### src/rtl/eefe_mul.sv
// ============================================================================
// eefe_mul: two-stage unsigned multiplier
// Splits both operands into 32-bit chunks, registers the partial products,
// then sums them. Valid and a sideband word travel with the operands.
// ============================================================================
module eefe_mul #(
    parameter int WA = 32,
    parameter int WB = 32,
    parameter int SW = 1
) (
    input  logic               i_clk,
    input  logic               i_rst_n,
    input  logic               i_en,
    input  logic               i_vld,
    input  logic [WA-1:0]      i_a,
    input  logic [WB-1:0]      i_b,
    input  logic [SW-1:0]      i_side,
    output logic               o_vld,
    output logic [WA+WB-1:0]   o_prod,
    output logic [SW-1:0]      o_side
);

    localparam int NA  = (WA + 31) / 32;
    localparam int NB  = (WB + 31) / 32;
    localparam int NP  = NA * NB;
    localparam int WAX = NA * 32;
    localparam int WBX = NB * 32;
    localparam int WP  = WA + WB;
    localparam int WS  = WAX + WBX;

    logic [WAX-1:0] a_ext;
    logic [WBX-1:0] b_ext;
    logic [63:0]    r_pp [NP];
    logic           r_vld1;
    logic           r_vld2;
    logic [SW-1:0]  r_side1;
    logic [SW-1:0]  r_side2;
    logic [WP-1:0]  r_prod;
    logic [WP-1:0]  n_prod;
    logic [WS-1:0]  acc;

    assign a_ext = WAX'(i_a);
    assign b_ext = WBX'(i_b);

    // valid bits
    always_ff @(posedge i_clk) begin
        if (!i_rst_n) begin
            r_vld1 <= 1'b0;
            r_vld2 <= 1'b0;
        end else if (i_en) begin
            r_vld1 <= i_vld;
            r_vld2 <= r_vld1;
        end
    end

    // stage 1: 32x32 partial products
    always_ff @(posedge i_clk) begin
        if (i_en) begin
            for (int i = 0; i < NA; i++) begin
                for (int j = 0; j < NB; j++) begin
                    r_pp[i*NB+j] <= 64'(a_ext[32*i +: 32]) * 64'(b_ext[32*j +: 32]);
                end
            end
            r_side1 <= i_side;
        end
    end

    // stage 2: weighted sum of the partial products
    always_comb begin
        acc = '0;
        for (int i = 0; i < NA; i++) begin
            for (int j = 0; j < NB; j++) begin
                acc = acc + (WS'(r_pp[i*NB+j]) << (32 * (i + j)));
            end
        end
        n_prod = acc[WP-1:0];
    end

    always_ff @(posedge i_clk) begin
        if (i_en) begin
            r_prod  <= n_prod;
            r_side2 <= r_side1;
        end
    end

    assign o_vld  = r_vld2;
    assign o_prod = r_prod;
    assign o_side = r_side2;

endmodule

### config.mk
export PLATFORM = sky130hd
export DESIGN_NAME = eefe_mul
export DESIGN_NICKNAME = d
export VERILOG_FILES = /design/src/rtl/eefe_mul.sv
export SDC_FILE = /design/constraint.sdc
export NUM_CORES = 2
export LEC_CHECK = 0
export BUFFER_PORTS_ARGS = -buffer_cell sky130_fd_sc_hd__clkbuf_2
export CORE_MARGIN = 10
export CORE_UTILIZATION = 43
export DETAILED_ROUTE_END_ITERATION = 10
export HOLD_SLACK_MARGIN = 0.12
export PLACE_DENSITY_LB_ADDON = 0.25
export SLEW_MARGIN = 30
export SYNTH_ARGS = -nofsm -noshare
export SYNTH_HDL_FRONTEND = slang
export SYNTH_SLANG_ARGS = --single-unit
### constraint.sdc
create_clock -name i_clk -period 10.2 [get_ports i_clk]
set_input_delay 1.02 -clock i_clk [delete_from_list [all_inputs] [get_ports i_clk]]
set_output_delay 1.02 -clock i_clk [all_outputs]
set_load 0.005 [all_outputs]
* Word-level counts from Yosys, hierarchy flattened
Memories as Yosys holds them, arrays and structs flattened. A register that Yosys moved wholly into a read port is not among the register bits.
Index checks and enable logic that the tools add are counted.
** Word-level totals
- Bits in writable memories :: 64
- Output and inout port bits :: 66
- Memories :: 1
- Input bits :: 69
- Flip-flop bits (word level) :: 4
- Logic and storage cells :: 8
** Cells by class
- Multiply operators :: 1
- Muxes and demuxes :: 2
** Memory list
- r_pp :: depth 1, width 64, rd ports 1, clocked after memory_dff 1, wr ports 1, RTL line 33 : logic [63:0] r_pp [NP];
** Operators by type and width (count)
- 32-bit by 32-bit multiplier with 64-bit output :: 1
- 1-bit two-way mux :: 2

* Depth between registers and ports, before layout
- Depth after elaboration :: 2
- Gate-level depth with buffers :: 29
- Gate-level depth less buffers :: 27

* Least setup slack after synthesis
No wires, ideal clock.
- Kind :: input to register
- Start :: input port i_a[24]
- End :: memory r_pp[0][62] (data pin)
- Cell stages on the path :: 25
- Required time :: 9.940 ns
- Setup slack :: 2.311 ns
- Data arrival time :: 7.629 ns
- Setup time :: 0.260 ns
- Path buffers :: 1
- Cell sequence :: clkbuf_1 nand2_1 fa_1 inv_1 fa_1 inv_1 fa_1 inv_1 fa_1 fa_1 fa_1 fa_1 inv_1 fa_1 inv_1 ha_1 and2_1 nand3_1 or3b_1 a41oi_1 a41o_4 a31oi_4 o31ai_2 a311oi_2 xnor2_1
** On the way
- Longest elaborated chain between the ends :: 1
** RTL lines
- start: declaration :: RTL line 15 : input logic [WA-1:0] i_a,
- 32-bit by 32-bit multiplier with 64-bit output :: RTL line 61 : r_pp[i*NB+j] <= 64'(a_ext[32*i +: 32]) * 64'(b_ext[32*j +: 32]);
- end: declaration :: RTL line 33
Every way passes these cells.

* Worst setup path in the final report
- Start :: input port i_a[10]
- End :: memory r_pp[0][49] (data pin)
The elaborated chain is that of the path after synthesis.

==> flow_summary_export.csv <==
group,metric,value,unit
global_route,grt_usage,22.0,%
cells_and_area,n_fill_cell,8364,
synth,synth_top_area_share,48.0,%
synth,yosysUniqueCellTypes,64,
timing,drv_slew,0,
critical_path,cpMostUsedCell,"fa_1",
global_route,grt_pass1_vias,28576,
clock_tree,post_cts_resized,0,
floorplan,num_io_pins,135,
flow_run,maxCapViolCount,0,
cells_and_area,area_growth,5.81,%
timing,skew,0.0116,ns
floorplan,dieArea,99000,um2
clock_tree,cts_tree,"done",
critical_path,critical_path.max_fanout,27,
synth,synth_edf_count,130,
routing,drt_wl_total,105000,um
critical_path,critPathSlowestCell,"clkbuf_2",
synth,syn_area_per_cell,9.75,um2
critical_path,crit_chain,"clkbuf_2 -> buf_4 -> and2_1 -> fa_1 -> fa_1 -> inv_1 -> fa_1 -> fa_1 -> inv_1 -> fa_1 -> fa_1 -> fa_1 -> fa_1 -> ha_1 -> a21oi_1 -> o21bai_1 -> a21o_1 -> a311oi_1 -> o21bai_1 -> a221oi_2 -> nand2_1 -> a2111oi_0 -> a311oi_1",
global_route,antenna_found_initial,8,
floorplan,start_util,43.2,%
critical_path,start_kind,"input port",
synth,netlist_top_cells_count,"fa_1, inv_1, and2_1",
place,io_buffers,134,
timing,fin_crit,8.63,ns
cells_and_area,regArea,3940,um2
critical_path,arrival,8.77,ns
clock_tree,cts_setup_buffers,0,
timing,tightest_slew,1.00,ns
min_path,hold_class,"reg2reg",
place,hpwl,81300,um
timing,rsz0062_at_grt,"no",
routing,routed_via_density,5.20,
routing,avgRoutedWirePerCell,21.2,um
critical_path,required,10.33,ns
critical_path,path_class,"in2reg",
routing,drc,0,
synth,ys_ff_latch,132,
critical_path,reg2regPathDepth,0,
outcome,status,"completed",
floorplan,die_x,315,um
clock_tree,clk_path_buf_depth,2,
routing,vias,25853,
synth,synth_fp_nets,5059,
floorplan,num_rows,108,
clock_tree,clkSinkCount,132,
timing,hold_violations,0,
place,placed_area,38900,um2
global_route,grt_max_degree,74,
timing,setup_viol,0,
global_route,grt_overflow,0,
timing,fin_tns_setup,0,ns
clock_tree,cts_buffers,17,
floorplan,fp.dieH,315,um
critical_path,cpPeakStageDelay,0.68,ns
synth,synth_top_area_cell,"fa_1",
synth,synthCells,3831,
clock_tree,clockRootBuffer,"clkbuf_16",
synth,synth_warnings,0,
synth,synth-main-ff-cell,"edfxtp_1",
synth,yosysMostFrequentCell,"fa_1",
place,place_congestion,0.876,
cells_and_area,fin_area,39500,um2
critical_path,rrSetupSlack,9.49,ns
cells_and_area,drive_gt1_share,5.40,%
cells_and_area,multi_input_area,29300,um2
critical_path,crit_path_end_kind,"register",
synth,async_flop_share,0,%
timing,slew_headroom,33.1,%
routing,route.antenna.remaining_nets,0,
synth,ys_seq_area_share,10.6,%
timing,min_period_over_period,84.6,%
clock_tree,insertion_delay,0.42,ns
synth,syn-cell-area,37300,um2
cells_and_area,layout.nets,5029,
clock_tree,clkTransAtPathRegs,0.06,ns
routing,first_pass_iters,5,
timing,clock.fmax,0.116,GHz
synth,synthTopCellsByArea,"fa_1, edfxtp_1, and2_1",
routing,drt_iter0_drc,1689,
global_route,grt_pass1_wl,167000,um
clock_tree,hold_buffers,0,
min_path,whs_path_depth,0,
clock_tree,cts.htree.levels,4,
floorplan,core_area,86500,um2
==> cells by family after synthesis <==
family	synth area share [%]
AOI/OAI and AO/OA	3.91
xor gates and xnor gates	1.41
adders and majority gates	56.8
buffers and inverters	10.9
DFF	10.6
muxes	0.114
and+or+nand+nor	16.3
==> placed cells by master, fill, tap and decap left out, types with 9 or more instances in the layout <==
master and count:
a21o_1 38, xnor2_1 38, and2_1 601, fa_1 896, nand3_1 16, nand2b_1 9, inv_1 868, clkbuf_16 17
edfxtp_1 130, o21ai_0 33, nand2_1 470, nand4_1 16, a21oi_1 72, buf_4 31, o21bai_1 12, ha_1 263
nor2b_1 13, xor2_1 22, clkbuf_2 130, nor2_1 33
==> metrics by stage <==
stage	instances	worst slack, ns	utilization, %	hold WS (ns)
global placement	4937	1.24	45.0	0.402
floorplan	3831	2.31	-	0.400
CTS	4969	1.58	45.7	0.411
global route	4970	1.25	45.7	0.417
finish	4971	1.57	45.7	0.410
detailed placement	4937	1.13	45.0	0.405
==> cell type report <==
class / count / area share [%]
Antenna cell: 2 / 0.0127
Clock buffer: 23 / 1.18
Clock inverter: 9 / 0.383
Inverter: 868 / 8.25
Multi-Input combinational cell: 2617 / 74.2
Sequential cell: 132 / 9.98
Tap cell: 1155 / 3.66
Timing Repair Buffer: 165 / 2.30
==> flip-flops by register name, summed over array words and instances, names as in the netlist <==
name / count
o_side: 1
r_vld1: 1
r_pp: 64
o_prod: 64
o_vld: 1
r_side1: 1
==> path summary, 6_finish.rpt <==
path                                   from           to
worst min register to register   r_pp[0][1]    o_prod[1]
worst max-delay path                i_a[10]  r_pp[0][49]
worst max register to register  r_pp[0][63]   o_prod[63]
worst min-delay path             r_pp[0][1]    o_prod[1]
==> worst max-delay path, delay by kind of cell <==
kind,cells,cell delay [ns]
AOI/OAI and AO/OA,8,2.05
adders and majority gates,9,4.28
buffers and inverters,4,1.08
and+or+nand+nor,2,0.32
==> routing by layer <==
layer	routed length [um]	vias up	GRT usage [%]	part of all wire [%]
li1	-	11150	-	-
met1	40800	13721	27.0	39
met2	54500	774	39.2	52
met3	5790	200	2.76	5.5
met4	4340	8	7.87	4.1
met5	49	-	0	0.046
Power is not shown: default switching activity piles up to over one toggle a cycle in this logic, so the estimate is an artifact.
